===== config.mk =====
export PLATFORM = sky130hd
export DESIGN_NAME = tcgr_alu
export DESIGN_NICKNAME = d
export VERILOG_FILES = /design/src/rtl/core/tcgr_pkg.sv /design/src/rtl/core/tcgr_alu.sv
export SDC_FILE = /design/constraint.sdc
export NUM_CORES = 1
export LEC_CHECK = 0
export ABC_AREA = 1
export BUFFER_PORTS_ARGS = -buffer_cell sky130_fd_sc_hd__clkbuf_2
export CAP_MARGIN = 20
export CELL_PAD_IN_SITES_DETAIL_PLACEMENT = 1
export CELL_PAD_IN_SITES_GLOBAL_PLACEMENT = 2
export CORE_UTILIZATION = 28
export DETAILED_ROUTE_END_ITERATION = 10
export GPL_TIMING_DRIVEN = 0
export PLACE_DENSITY = 0.94
export SLEW_MARGIN = 25
export SYNTH_ARGS = -nofsm -noshare
export SYNTH_HDL_FRONTEND = slang
export SYNTH_SLANG_ARGS = --single-unit

===== constraint.sdc =====
create_clock -name vclk -period 2.95
set_clock_uncertainty 0.2 [all_clocks]
set_input_delay 0.295 -clock vclk [all_inputs]
set_output_delay 0.295 -clock vclk [all_outputs]
set_load 0.1 [all_outputs]

===== src/rtl/core/tcgr_pkg.sv =====
// ----------------------------------------------------------------------------
// tcgr_pkg
// Shared types and constants for the text console glyph renderer.
// ----------------------------------------------------------------------------
package tcgr_pkg;

  localparam int GLYPH_WIDTH       = 8;
  localparam int GLYPH_HEIGHT_DEF  = 16;
  localparam int GLYPH_COUNT_DEF   = 256;
  localparam int COORD_BITS        = 12;
  localparam int TAB_CELLS         = 4;

  localparam int CODE_W      = 8;
  localparam int FONT_ADDR_W = 12;
  localparam int BITS_W      = 8;
  localparam int CFG_W       = 12;
  localparam int COLOR_W     = 32;
  localparam int PIX_W       = 12;
  localparam int SCROLL_W    = 6;
  localparam int CFG_IDX_W   = 3;
  localparam int CFG_DATA_W  = 32;

  localparam logic [COORD_BITS-1:0] COORD_MAX = {COORD_BITS{1'b1}};

  localparam logic [CODE_W-1:0] CHAR_NL    = 8'd10;
  localparam logic [CODE_W-1:0] CHAR_BS    = 8'd8;
  localparam logic [CODE_W-1:0] CHAR_TAB   = 8'd9;
  localparam logic [CODE_W-1:0] CHAR_SPACE = 8'd32;

  localparam logic [CFG_IDX_W-1:0] REG_SCREEN_WIDTH  = 3'd0;
  localparam logic [CFG_IDX_W-1:0] REG_SCREEN_HEIGHT = 3'd1;
  localparam logic [CFG_IDX_W-1:0] REG_LINE_START_X  = 3'd2;
  localparam logic [CFG_IDX_W-1:0] REG_FG_COLOR      = 3'd3;
  localparam logic [CFG_IDX_W-1:0] REG_BG_COLOR      = 3'd4;

  localparam logic [CFG_W-1:0]   SCREEN_WIDTH_RST  = 12'd1024;
  localparam logic [CFG_W-1:0]   SCREEN_HEIGHT_RST = 12'd768;
  localparam logic [CFG_W-1:0]   LINE_START_X_RST  = 12'd0;
  localparam logic [COLOR_W-1:0] FG_COLOR_RST      = 32'h00FF_FFFF;
  localparam logic [COLOR_W-1:0] BG_COLOR_RST      = 32'h0000_0000;

  localparam logic ALU_ADD_SAT   = 1'b0;
  localparam logic ALU_SUB_CLAMP = 1'b1;

  typedef struct packed {
    logic                    req_type;
    logic [CODE_W-1:0]       char_code;
    logic [FONT_ADDR_W-1:0]  font_addr;
    logic [BITS_W-1:0]       font_bits;
  } in_item_t;

  typedef struct packed {
    logic                    kind;
    logic [PIX_W-1:0]        pixel_x;
    logic [PIX_W-1:0]        pixel_y;
    logic [BITS_W-1:0]       row_bits;
    logic [COLOR_W-1:0]      row_fg;
    logic [COLOR_W-1:0]      row_bg;
    logic [SCROLL_W-1:0]     scroll_pixels;
    logic                    last;
  } out_item_t;

  typedef struct packed {
    logic                    op;
    logic [COORD_BITS-1:0]   a;
    logic [COORD_BITS-1:0]   b;
    logic [CFG_W-1:0]        lim;
  } alu_req_t;

  typedef struct packed {
    logic [COORD_BITS-1:0]   value;
    logic                    gt;
    logic                    ge;
  } alu_res_t;

endpackage


===== src/rtl/core/tcgr_alu.sv =====
// ----------------------------------------------------------------------------
// tcgr_alu
// Shared coordinate unit: saturating add or clamped subtract, plus a compare
// of the exact sum against a screen limit.
// ----------------------------------------------------------------------------
module tcgr_alu
  import tcgr_pkg::*;
(
  input  alu_req_t req,
  output alu_res_t res
);

  logic [COORD_BITS:0] sum;

  always_comb begin
    sum      = {1'b0, req.a} + {1'b0, req.b};
    res.gt   = sum >  (COORD_BITS + 1)'(req.lim);
    res.ge   = sum >= (COORD_BITS + 1)'(req.lim);
    if (req.op == ALU_SUB_CLAMP) begin
      res.value = (req.a >= req.b) ? (req.a - req.b) : '0;
    end else begin
      res.value = sum[COORD_BITS] ? COORD_MAX : sum[COORD_BITS-1:0];
    end
  end

endmodule


==> reports/metrics.cfg <==
[outcome]
status = finished with violations
violations = setup timing

[sta]
fin_crit_ns = 3.06
rsz0062_at_grt = true
post-route-period-util = 1.04
slew_headroom = 0.638
setup_violations = 2
fmax_mhz = 327
layout_setup_ws_ns = -0.112
worst_slew_pin_slew_ns = 0.545
hold_violations = 0
drv_slew = 0

[yosys]
yosys_warnings = 0
ys_seq_area_frac = 0
synth.cell_area_um2 = 1970
ys_types = 30
syn_avg_cell_area_um2 = 5.48
syn_inst = 359
synth.net_count = 434

[finish]
stdcell_area_um2 = 3430
seqCellArea_um2 = 0
nets = 527
final_layout_size_suffix_gt1_frac = 0.522
diodes = 0
syn2layout_area_growth_pct = 74.1
instances_no_fill = 546
nClkBuffers = 0
fin_util = 0.504
n_sequential_cell = 0
fillers = 892

[route]
routedWlPerCell_um = 14.9
via_per_inst = 4.74
postRouteAntennaNets = 0
detailroute.via_count = 2590
drtIter0Drc = 69
drt_pass1_iterations = 4
finalWirelength_um = 8160
drc = 0

[global_route]
grt_max_degree = 11
grt_pass1_wl_um = 11800
grt_pass1_vias = 2590
grt_use_total = 0.197
antenna_found_initial = 0
overflow = 0

[pwr]
pwr-share-seq = 0
switchingPower_uw = 730
clkPwrFrac = 0
p_per_area_nw_per_um2 = 335
vdd_ir_drop_max_mv = 0.118
internal_power_uw = 417
swShare = 0.636
pwr-share-comb = 1.000
p_leak_uw = 0.00180

[floorplan]
io_pins = 51
dieArea_um2 = 7370
start_util = 0.290
dieWidth_um = 85.8
core_um2 = 6790
std_cell_rows = 30
die_h_um = 85.8

[setup_path]
cpPeakStageDelay_ns = 0.34
cp.required_ns = 2.46
start_kind = input pin
critPathCaptureType = output port
cp_max_fo = 3
worstSetupPathType = input pin to output port
critPathLaunch = req[12]
path_cells = buf_8 > ha_4 > inv_2 > fa_2 > inv_2 > nand2_2 > nand3_4 > nand2_4 > nand2_1 > nand2_1 > nand2_2 > inv_2 > ha_4 > nand2_4 > o21a_1 > nand2_1 > nand2_2 > a21oi_4 > clkbuf_16
cpMaxStageDelayCell = fa_2
cp.arrival_ns = 2.57

[place]
place_congestion = 0.861
port_buffers = 51
placed_area_um2 = 2380
dp_cells = 506
place_hpwl_um = 5570

[min_path]
min-delay-start = req[36]
holdPathStages = 4
worstHoldEndpoint = res[9]
hp-class = input pin to output port

[job]
drv_cap = 0

-- synthesized netlist by cell type (all sizes together) (2+ instances only) --
master	count	area share
nand3	25	0.069
nor3	4	0.018
inv	74	0.14
o21bai	4	0.015
nor2	33	0.071
fa	2	0.020
a21oi	19	0.052
nand2	116	0.23
ha	36	0.23
nand4	8	0.029
o21ai	15	0.038
buf	7	0.020
xor2	11	0.049
-- routing by layer --
layer	global-route usage	vias to the layer above	routed length [µm]
li1	-	1292	-
met5	0	-	0
met2	0.391	61	4320
met4	0.0136	0	91
met1	0.246	1230	3460
met3	0.00385	7	287
-- what timing repair did --
| action | 4_1_cts | 5_1_grt |
|---|---|---|
| hold buffers | 0 | 0 |
| endpoints found under the setup margin | 2 | 11 |
| buffers inserted | 23 | 19 |
| pin swaps | 46 | 59 |
| resized for setup | 97 | 99 |
-- power groups by stage --
stage | combinational, µW | clock, µW | sequential (µW)
after detailed placement | 790 | 0 | 0
after global routing | 1230 | 0 | 0
after floorplan | 621 | 0 | 0
after CTS | 982 | 0 | 0
after global placement | 767 | 0 | 0
final | 1150 | 0 | 0
-- worst max path at each step --
stage                        end  slack, ns  cells after the start
after floorplan           res[1]      -0.22                     17
after global placement    res[1]      -0.55                     15
after detailed placement  res[1]      -0.64                     19
after CTS                 res[1]      -0.11                     17
after global routing      res[1]      -0.20                     18
final                     res[1]      -0.11                     19
-- placed cells by master (no fill, tap or decap), types with 3 or more instances in the layout --
cell and n:
ha_1 17, o21ai_0 6, clkbuf_2 30, o21bai_1 4
xor2_1 6, o21ai_1 4, a21oi_2 3, inv_4 5
a21oi_4 4, nor2_1 17, xor2_2 5, ha_4 18
inv_2 21, nand3_4 4, nand2_1 77, buf_2 6
nand2_4 7, nand3_1 14, inv_1 46, buf_4 46
nand3_2 7, nand2_2 32, nand4_1 7, nor2_4 8
a21oi_1 12, o21ai_2 5, buf_6 10, nor2_2 8
-- layout make-up --
| cell class | instances | area, µm² | share of cell area |
|---|---|---|---|
| inverter | 75 | 304 | 0.0888 |
| buffer | 5 | 50.0 | 0.0146 |
| tap | 96 | 120 | 0.0351 |
| multi-input combinational | 277 | 2260 | 0.659 |
| timing repair buffer | 93 | 696 | 0.203 |
-- cells by family after synthesis --
kind of cell / after synthesis / synth area share
AOI/OAI and AO/OA: 40 / 0.113
adders and majority gates: 38 / 0.249
xor gates and xnor gates: 12 / 0.0534
buffers and inverters: 82 / 0.163
and+or+nand+nor: 187 / 0.421
-- critical path: cells and delay by family --
family                     cells  cell delay (ns)
adders and majority gates      3             0.74
and+or+nand+nor                9             0.73
buffers and inverters          5             0.46
AOI/OAI and AO/OA              2             0.34
-- metrics by stage --
step	setup slack, ns	hold WS [ns]	TNS [ns]	power [µW]
after floorplan	-0.216	0.751	-1.05	621
after global routing	-0.201	0.925	-0.552	1230
final	-0.112	0.904	-0.154	1150
after global placement	-0.548	1.06	-1.03	767
after detailed placement	-0.639	1.07	-1.21	790
after CTS	-0.107	1.02	-0.126	982
Note: power is estimated with default switching activity, not from simulation.
