==> src/rtl/core/tcgr_pkg.sv <==
// ----------------------------------------------------------------------------
// tcgr_pkg
// Shared types and constants for the text console glyph renderer.
// ----------------------------------------------------------------------------
package tcgr_pkg;

  localparam int GLYPH_WIDTH       = 8;
  localparam int GLYPH_HEIGHT_DEF  = 16;
  localparam int GLYPH_COUNT_DEF   = 256;
  localparam int COORD_BITS        = 12;
  localparam int TAB_CELLS         = 4;

  localparam int CODE_W      = 8;
  localparam int FONT_ADDR_W = 12;
  localparam int BITS_W      = 8;
  localparam int CFG_W       = 12;
  localparam int COLOR_W     = 32;
  localparam int PIX_W       = 12;
  localparam int SCROLL_W    = 6;
  localparam int CFG_IDX_W   = 3;
  localparam int CFG_DATA_W  = 32;

  localparam logic [COORD_BITS-1:0] COORD_MAX = {COORD_BITS{1'b1}};

  localparam logic [CODE_W-1:0] CHAR_NL    = 8'd10;
  localparam logic [CODE_W-1:0] CHAR_BS    = 8'd8;
  localparam logic [CODE_W-1:0] CHAR_TAB   = 8'd9;
  localparam logic [CODE_W-1:0] CHAR_SPACE = 8'd32;

  localparam logic [CFG_IDX_W-1:0] REG_SCREEN_WIDTH  = 3'd0;
  localparam logic [CFG_IDX_W-1:0] REG_SCREEN_HEIGHT = 3'd1;
  localparam logic [CFG_IDX_W-1:0] REG_LINE_START_X  = 3'd2;
  localparam logic [CFG_IDX_W-1:0] REG_FG_COLOR      = 3'd3;
  localparam logic [CFG_IDX_W-1:0] REG_BG_COLOR      = 3'd4;

  localparam logic [CFG_W-1:0]   SCREEN_WIDTH_RST  = 12'd1024;
  localparam logic [CFG_W-1:0]   SCREEN_HEIGHT_RST = 12'd768;
  localparam logic [CFG_W-1:0]   LINE_START_X_RST  = 12'd0;
  localparam logic [COLOR_W-1:0] FG_COLOR_RST      = 32'h00FF_FFFF;
  localparam logic [COLOR_W-1:0] BG_COLOR_RST      = 32'h0000_0000;

  localparam logic ALU_ADD_SAT   = 1'b0;
  localparam logic ALU_SUB_CLAMP = 1'b1;

  typedef struct packed {
    logic                    req_type;
    logic [CODE_W-1:0]       char_code;
    logic [FONT_ADDR_W-1:0]  font_addr;
    logic [BITS_W-1:0]       font_bits;
  } in_item_t;

  typedef struct packed {
    logic                    kind;
    logic [PIX_W-1:0]        pixel_x;
    logic [PIX_W-1:0]        pixel_y;
    logic [BITS_W-1:0]       row_bits;
    logic [COLOR_W-1:0]      row_fg;
    logic [COLOR_W-1:0]      row_bg;
    logic [SCROLL_W-1:0]     scroll_pixels;
    logic                    last;
  } out_item_t;

  typedef struct packed {
    logic                    op;
    logic [COORD_BITS-1:0]   a;
    logic [COORD_BITS-1:0]   b;
    logic [CFG_W-1:0]        lim;
  } alu_req_t;

  typedef struct packed {
    logic [COORD_BITS-1:0]   value;
    logic                    gt;
    logic                    ge;
  } alu_res_t;

endpackage

==> src/rtl/core/tcgr_ctrl.sv <==
// ----------------------------------------------------------------------------
// tcgr_ctrl
// Sequencer: cursor state, font store access, row pipeline and result
// register. Cursor arithmetic goes through the shared coordinate unit.
// ----------------------------------------------------------------------------
module tcgr_ctrl
  import tcgr_pkg::*;
#(
  parameter int GLYPH_HEIGHT = GLYPH_HEIGHT_DEF,
  parameter int GLYPH_COUNT  = GLYPH_COUNT_DEF,
  parameter int DEPTH        = GLYPH_COUNT * GLYPH_HEIGHT,
  parameter int SAW          = $clog2(DEPTH)
)(
  input  logic               clk,
  input  logic               rst_n,
  input  logic               in_valid,
  output logic               in_ready,
  input  in_item_t           in_data,
  output logic               out_valid,
  input  logic               out_ready,
  output out_item_t          out_data,
  input  logic [CFG_W-1:0]   screen_width,
  input  logic [CFG_W-1:0]   screen_height,
  input  logic [CFG_W-1:0]   line_start_x,
  input  logic [COLOR_W-1:0] fg_color,
  input  logic [COLOR_W-1:0] bg_color,
  output logic               mem_we,
  output logic [SAW-1:0]     mem_waddr,
  output logic [BITS_W-1:0]  mem_wdata,
  output logic               mem_re,
  output logic [SAW-1:0]     mem_raddr,
  input  logic [BITS_W-1:0]  mem_rdata,
  output alu_req_t           alu_req,
  input  alu_res_t           alu_res
);

  localparam int RW     = (GLYPH_HEIGHT > 1) ? $clog2(GLYPH_HEIGHT) : 1;
  localparam int EXT_W  = ((SAW > FONT_ADDR_W) ? SAW : FONT_ADDR_W) + 1;
  localparam int CCMP_W = CODE_W + 1;

  localparam logic [2:0] S_IDLE   = 3'd0;
  localparam logic [2:0] S_WRAP   = 3'd1;
  localparam logic [2:0] S_WRAPY  = 3'd2;
  localparam logic [2:0] S_EMIT   = 3'd3;
  localparam logic [2:0] S_ADVX   = 3'd4;
  localparam logic [2:0] S_NL     = 3'd5;
  localparam logic [2:0] S_NLDOWN = 3'd6;
  localparam logic [2:0] S_SCROLL = 3'd7;

  logic [2:0]            state_r, state_nxt;
  logic [CODE_W-1:0]     code_r, code_nxt;
  logic [COORD_BITS-1:0] cursor_x_r, cursor_x_nxt;
  logic [COORD_BITS-1:0] cursor_y_r, cursor_y_nxt;
  logic [COORD_BITS-1:0] rowy_r, rowy_nxt;
  logic [RW-1:0]         row_r, row_nxt;
  logic [SAW-1:0]        raddr_r, raddr_nxt;
  logic                  blank_r, blank_nxt;

  logic                  p1_valid_r, p1_valid_nxt;
  logic                  p1_kind_r, p1_kind_nxt;
  logic [COORD_BITS-1:0] p1_x_r, p1_x_nxt;
  logic [COORD_BITS-1:0] p1_y_r, p1_y_nxt;
  logic                  p1_blank_r, p1_blank_nxt;
  logic                  p1_last_r, p1_last_nxt;

  logic                  out_valid_r, out_valid_nxt;
  out_item_t             out_data_r, out_data_nxt;

  logic                  acc;
  logic                  p1_move;
  logic                  p1_free;
  logic                  push;
  logic                  row_last;
  logic [CODE_W-1:0]     sel_code;
  logic [EXT_W-1:0]      waddr_ext;
  logic [COORD_BITS-1:0] start_x;

  assign in_ready  = (state_r == S_IDLE);
  assign acc       = in_valid && in_ready;
  assign p1_move   = p1_valid_r && (!out_valid_r || out_ready);
  assign p1_free   = !p1_valid_r || p1_move;
  assign push      = ((state_r == S_EMIT) || (state_r == S_SCROLL)) && p1_free;
  assign row_last  = (row_r == RW'(GLYPH_HEIGHT - 1));
  assign sel_code  = (in_data.char_code == CHAR_BS) ? CHAR_SPACE : in_data.char_code;
  assign waddr_ext = EXT_W'(in_data.font_addr);
  assign start_x   = COORD_BITS'(line_start_x);

  assign mem_we    = acc && in_data.req_type && (waddr_ext < EXT_W'(DEPTH));
  assign mem_waddr = waddr_ext[SAW-1:0];
  assign mem_wdata = in_data.font_bits;
  assign mem_re    = (state_r == S_EMIT) && p1_free && !blank_r;
  assign mem_raddr = raddr_r;

  assign out_valid = out_valid_r;
  assign out_data  = out_data_r;

  always_comb begin
    alu_req.op  = ALU_ADD_SAT;
    alu_req.a   = '0;
    alu_req.b   = '0;
    alu_req.lim = '0;
    case (state_r)
      S_WRAP: begin
        alu_req.a   = cursor_x_r;
        alu_req.b   = COORD_BITS'(GLYPH_WIDTH);
        alu_req.lim = screen_width;
      end
      S_WRAPY, S_NLDOWN: begin
        alu_req.a = cursor_y_r;
        alu_req.b = COORD_BITS'(GLYPH_HEIGHT);
      end
      S_NL: begin
        alu_req.a   = cursor_y_r;
        alu_req.b   = COORD_BITS'(2 * GLYPH_HEIGHT);
        alu_req.lim = screen_height;
      end
      S_SCROLL: begin
        alu_req.op = ALU_SUB_CLAMP;
        alu_req.a  = cursor_y_r;
        alu_req.b  = COORD_BITS'(GLYPH_HEIGHT);
      end
      S_EMIT: begin
        alu_req.a = rowy_r;
        alu_req.b = COORD_BITS'(1);
      end
      S_ADVX: begin
        alu_req.a = cursor_x_r;
        if (code_r == CHAR_BS) begin
          alu_req.op = ALU_SUB_CLAMP;
          alu_req.b  = COORD_BITS'(GLYPH_WIDTH);
        end else if (code_r == CHAR_TAB) begin
          alu_req.b = COORD_BITS'(TAB_CELLS * GLYPH_WIDTH);
        end else begin
          alu_req.b = COORD_BITS'(GLYPH_WIDTH);
        end
      end
      default: begin
        alu_req.op = ALU_ADD_SAT;
      end
    endcase
  end

  always_comb begin
    state_nxt    = state_r;
    code_nxt     = code_r;
    cursor_x_nxt = cursor_x_r;
    cursor_y_nxt = cursor_y_r;
    rowy_nxt     = rowy_r;
    row_nxt      = row_r;
    raddr_nxt    = raddr_r;
    blank_nxt    = blank_r;
    case (state_r)
      S_IDLE: begin
        if (acc && !in_data.req_type) begin
          code_nxt  = in_data.char_code;
          row_nxt   = '0;
          blank_nxt = !({1'b0, sel_code} < CCMP_W'(GLYPH_COUNT));
          raddr_nxt = SAW'(32'(sel_code) * GLYPH_HEIGHT);
          if (in_data.char_code == CHAR_NL) begin
            state_nxt = S_NL;
          end else if (in_data.char_code == CHAR_TAB) begin
            state_nxt = S_ADVX;
          end else begin
            state_nxt = S_WRAP;
          end
        end
      end
      S_WRAP: begin
        if (alu_res.gt) begin
          state_nxt = S_WRAPY;
        end else begin
          rowy_nxt  = cursor_y_r;
          state_nxt = S_EMIT;
        end
      end
      S_WRAPY: begin
        cursor_x_nxt = start_x;
        cursor_y_nxt = alu_res.value;
        rowy_nxt     = alu_res.value;
        state_nxt    = S_EMIT;
      end
      S_EMIT: begin
        if (push) begin
          rowy_nxt  = alu_res.value;
          raddr_nxt = raddr_r + SAW'(1);
          if (row_last) begin
            row_nxt   = '0;
            state_nxt = S_ADVX;
          end else begin
            row_nxt = row_r + RW'(1);
          end
        end
      end
      S_ADVX: begin
        cursor_x_nxt = alu_res.value;
        state_nxt    = S_IDLE;
      end
      S_NL: begin
        state_nxt = alu_res.ge ? S_SCROLL : S_NLDOWN;
      end
      S_NLDOWN: begin
        cursor_x_nxt = start_x;
        cursor_y_nxt = alu_res.value;
        state_nxt    = S_IDLE;
      end
      S_SCROLL: begin
        if (push) begin
          cursor_x_nxt = start_x;
          cursor_y_nxt = alu_res.value;
          state_nxt    = S_IDLE;
        end
      end
      default: begin
        state_nxt = S_IDLE;
      end
    endcase
  end

  // row pipeline: font read stage, then result register
  always_comb begin
    p1_valid_nxt = p1_valid_r;
    p1_kind_nxt  = p1_kind_r;
    p1_x_nxt     = p1_x_r;
    p1_y_nxt     = p1_y_r;
    p1_blank_nxt = p1_blank_r;
    p1_last_nxt  = p1_last_r;
    if (push) begin
      p1_valid_nxt = 1'b1;
      p1_kind_nxt  = (state_r == S_SCROLL);
      p1_x_nxt     = cursor_x_r;
      p1_y_nxt     = rowy_r;
      p1_blank_nxt = blank_r || (state_r == S_SCROLL);
      p1_last_nxt  = row_last || (state_r == S_SCROLL);
    end else if (p1_move) begin
      p1_valid_nxt = 1'b0;
    end

    out_valid_nxt = out_valid_r;
    out_data_nxt  = out_data_r;
    if (p1_move) begin
      out_valid_nxt              = 1'b1;
      out_data_nxt.kind          = p1_kind_r;
      out_data_nxt.pixel_x       = p1_kind_r ? '0 : PIX_W'(p1_x_r);
      out_data_nxt.pixel_y       = p1_kind_r ? '0 : PIX_W'(p1_y_r);
      out_data_nxt.row_bits      = p1_blank_r ? '0 : mem_rdata;
      out_data_nxt.row_fg        = p1_kind_r ? '0 : fg_color;
      out_data_nxt.row_bg        = p1_kind_r ? '0 : bg_color;
      out_data_nxt.scroll_pixels = p1_kind_r ? SCROLL_W'(2 * GLYPH_HEIGHT) : '0;
      out_data_nxt.last          = p1_last_r;
    end else if (out_ready) begin
      out_valid_nxt = 1'b0;
    end
  end

  always_ff @(posedge clk) begin
    if (!rst_n) begin
      state_r     <= S_IDLE;
      cursor_x_r  <= '0;
      cursor_y_r  <= '0;
      row_r       <= '0;
      p1_valid_r  <= 1'b0;
      out_valid_r <= 1'b0;
    end else begin
      state_r     <= state_nxt;
      cursor_x_r  <= cursor_x_nxt;
      cursor_y_r  <= cursor_y_nxt;
      row_r       <= row_nxt;
      p1_valid_r  <= p1_valid_nxt;
      out_valid_r <= out_valid_nxt;
    end
  end

  always_ff @(posedge clk) begin
    code_r     <= code_nxt;
    rowy_r     <= rowy_nxt;
    raddr_r    <= raddr_nxt;
    blank_r    <= blank_nxt;
    p1_kind_r  <= p1_kind_nxt;
    p1_x_r     <= p1_x_nxt;
    p1_y_r     <= p1_y_nxt;
    p1_blank_r <= p1_blank_nxt;
    p1_last_r  <= p1_last_nxt;
    out_data_r <= out_data_nxt;
  end

  a_push_room: assert property (@(posedge clk) disable iff (!rst_n)
    push |-> (!p1_valid_r || p1_move))
    else $error("row pushed into occupied read stage");

  a_emit_done: assert property (@(posedge clk) disable iff (!rst_n)
    (state_r == S_EMIT && push && row_last) |=> (state_r == S_ADVX))
    else $error("sequencer missed end of glyph");

  a_idle_row: assert property (@(posedge clk) disable iff (!rst_n)
    (state_r == S_IDLE) |-> (row_r == '0))
    else $error("row counter not rewound at idle");

  a_read_emit: assert property (@(posedge clk) disable iff (!rst_n)
    mem_re |-> (state_r == S_EMIT && !blank_r))
    else $error("font read outside glyph emission");

endmodule

==> config.mk <==
export PLATFORM = sky130hd
export DESIGN_NAME = tcgr_ctrl
export DESIGN_NICKNAME = d
export VERILOG_FILES = /design/src/rtl/core/tcgr_pkg.sv /design/src/rtl/core/tcgr_ctrl.sv
export SDC_FILE = /design/constraint.sdc
export NUM_CORES = 1
export LEC_CHECK = 0
export BUFFER_PORTS_ARGS = -buffer_cell sky130_fd_sc_hd__buf_2
export CORE_UTILIZATION = 25
export CTS_CLUSTER_SIZE = 24
export DETAILED_ROUTE_END_ITERATION = 10
export PLACE_DENSITY = 0.58
export SETUP_SLACK_MARGIN = 0.05
export SLEW_MARGIN = 10
export SYNTH_ARGS = -nofsm -noshare
export SYNTH_HDL_FRONTEND = slang
export SYNTH_SLANG_ARGS = --single-unit
==> constraint.sdc <==
create_clock -name clk -period 14.6 [get_ports clk]
set_input_delay 2.92 -clock clk [delete_from_list [all_inputs] [get_ports clk]]
set_output_delay 2.92 -clock clk [all_outputs]
set_load 0.05 [all_outputs]
==> results.toml <==
[drt]
dr.pass1.iters = 5
routed_via_density = 4.25
via_count = 5812
routed_wl_mm = 21.4
wl_per_cell_um = 15.6
drt_iter0_markers = 284
antenna_left = 0
drc = 0

[cts]
post_cts_buffers = 0
cts_resized = 0
cts.path.max_buffers = 2
clk_latency_ns = 0.43
clk_pin_slew_ns = 0.07
numCtsBuffers = 17
cts-root-buf = "clkbuf_16"
cts_tree = "done"
clkSinkCount = 189
htreeDepth = 4
cts_hold_buf = 0

[synth]
synth_top_cells_by_count = "156 x edfxtp_1, 98 x nor2b_1, 58 x nand2_1"
yosysSeqAreaShare = 0.639
ys.flop_type = "edfxtp_1"
yosys.area.top_type_share = 0.560
synth_area_per_cell_um2 = 12.5
synth_most_common_cell = "edfxtp_1"
ys_ff_latch = 189
yosysWarnings = 0
synth_area_um2 = 8360
ys_types = 57
synth_enable_flop_cells = 156
synth_area_leaders = "edfxtp_1 56%, dfxtp_1 7.9%, nor2b_1 7.3%"
yosysTopAreaCell = "edfxtp_1"
synthCells = 669
synthArstFlopShare = 0

[global_route]
grt_pass1_vias = 5422
grt_pass1_wl_mm = 31.4
antenna_found_initial = 3
grt_remaining_overflow = 0
grt_max_degree = 98
track_usage = 0.122

[die]
die_w_um = 185
rows = 66
dieHeight_um = 185
die_area_um2 = 34200
ioPinCount = 332
initial_core_util = 0.256
coreArea_um2 = 32700

[timing]
tightest_slew_ns = 1.00
period_share = 0.471
max_freq_ghz = 0.145
hold_viol = 0
slew_headroom = 0.332
fin_hold_ws_ns = 0.455
fin_crit_ns = 6.87
report.final.slew_viol_count = 0
fin_ws_ns = 7.73
clock-skew-final_ns = 0.0144
finalSetupViolCount = 0
rsz0062_at_grt = "no"
fin_setup_tns_ns = 0

[pwr]
power_density_nw_per_um2 = 133
irDropWorstVdd_mv = 0.0611
power_leakage_nw = 4.17

[worst_setup_path]
ff2ff_path_depth = 5
r2r_start = "state_r[0]"
startpoint = "out_ready"
crit_path_end = "mem_re"
critPathKind = "input port to output port"
required_ns = 11.68
reg2reg_to = "rowy_r[5]"
crit_fanout = 9
worst_setup_path_end_kind = "output port"
cp-start-kind = "input port"
cp_data_arrival_time_ns = 3.95
r2r_slack_ns = 11.99

[place]
dp_hpwl_mm = 15.5
io_buffers = 278
post-place-ws_ns = 7.73
gp_congestion = 0.740
dpl_cell_area_um2 = 10000

[cells_and_area]
antenna_cells = 0
syn_to_final_growth_pct = 26.4
post-route-cell-area_um2 = 10600
drive_gt1_frac = 0.376
nets = 1071

[status]
status = "finished, final reports clean"

[job]
maxCapViolations = 0

[min_path]
hold_path_class = "register to register"
[per-layer routing]
metal	GRT usage	vias up	routed length (um)
li1	-	2828	-
met1	0.151	2723	9260
met2	0.197	231	10000
met3	0.0415	24	1810
met4	0.0450	6	301
met5	0	-	41
[flip-flops by register name, summed over array words and instances, names as in the netlist]
signal      flops
out_data       98
cursor_x_r     12
cursor_y_r     12
mem_raddr      12
p1_x_r         12
p1_y_r         12
rowy_r         12
code_r          8
row_r           4
state_r         3
out_valid       1
p1_blank_r      1
p1_last_r       1
p1_valid_r      1
[layout make-up]
type | instances | area (um2)
Timing Repair Buffer | 288 | 1470
Sequential cell | 189 | 5350
Clock buffer | 19 | 453
Clock inverter | 13 | 103
Tap cell | 442 | 553
Multi-Input combinational cell | 408 | 2610
Inverter | 10 | 37.5
Fill cell | 3350 | 22100
[through the flow]
stage               power [mW]  utilization  instances
finish                    1.41        0.323       1369
global route              1.47        0.323       1369
CTS                       1.43        0.323       1369
detailed placement       0.979        0.306       1337
global placement         0.977        0.306       1337
floorplan                0.912            -        681
[layout by cell type, fill, tap and decap left out, types with 7 or more instances in the layout]
master / n
nand2_1: 58
o21ai_0: 11
dfxtp_1: 32
nand2b_1: 9
xnor2_1: 9
buf_2: 278
a311oi_1: 13
clkbuf_16: 17
a21oi_1: 22
mux2i_1: 29
inv_1: 9
mux2_2: 13
a221o_1: 7
edfxtp_1: 156
nor2b_1: 98
buf_4: 10
nor2_1: 42
nand3_1: 21
conb_1: 13
[cells by family (layout without fill, tap and decap cells)]
group / after synthesis / after routing / synth area share
adders and majority gates: 2 / 2 / 0.00299
and+or+nand+nor: 257 / 257 / 0.165
muxes: 42 / 42 / 0.0522
other: 1 / 13 / 0.000448
buffers and inverters: 84 / 330 / 0.0561
AOI/OAI and AO/OA: 83 / 83 / 0.0723
xor gates and xnor gates: 11 / 11 / 0.0115
DFF: 189 / 189 / 0.639
[critical path, stage by stage]
cell and delay (ns):
buf_2 0.11, and3b_1 0.53, nor2_1 0.14, buf_2 0.24
[how the worst min path moves through the flow]
stage | startpoint | cells past startpoint | to | slack (ns)
finish | rowy_r[5] | 0 | p1_y_r[5] | 0.45
global route | rowy_r[5] | 0 | p1_y_r[5] | 0.47
CTS | rowy_r[5] | 0 | p1_y_r[5] | 0.46
detailed placement | rowy_r[2] | 0 | p1_y_r[2] | 0.43
global placement | rowy_r[5] | 0 | p1_y_r[5] | 0.44
floorplan | p1_last_r | 0 | out_data[0] | 0.40
[power breakdown]
part	internal (mW)	switching [mW]
Sequential	0.634	0.0265
Clock	0.232	0.215
Combinational	0.0897	0.214
Power figures use the tool's default switching activity.
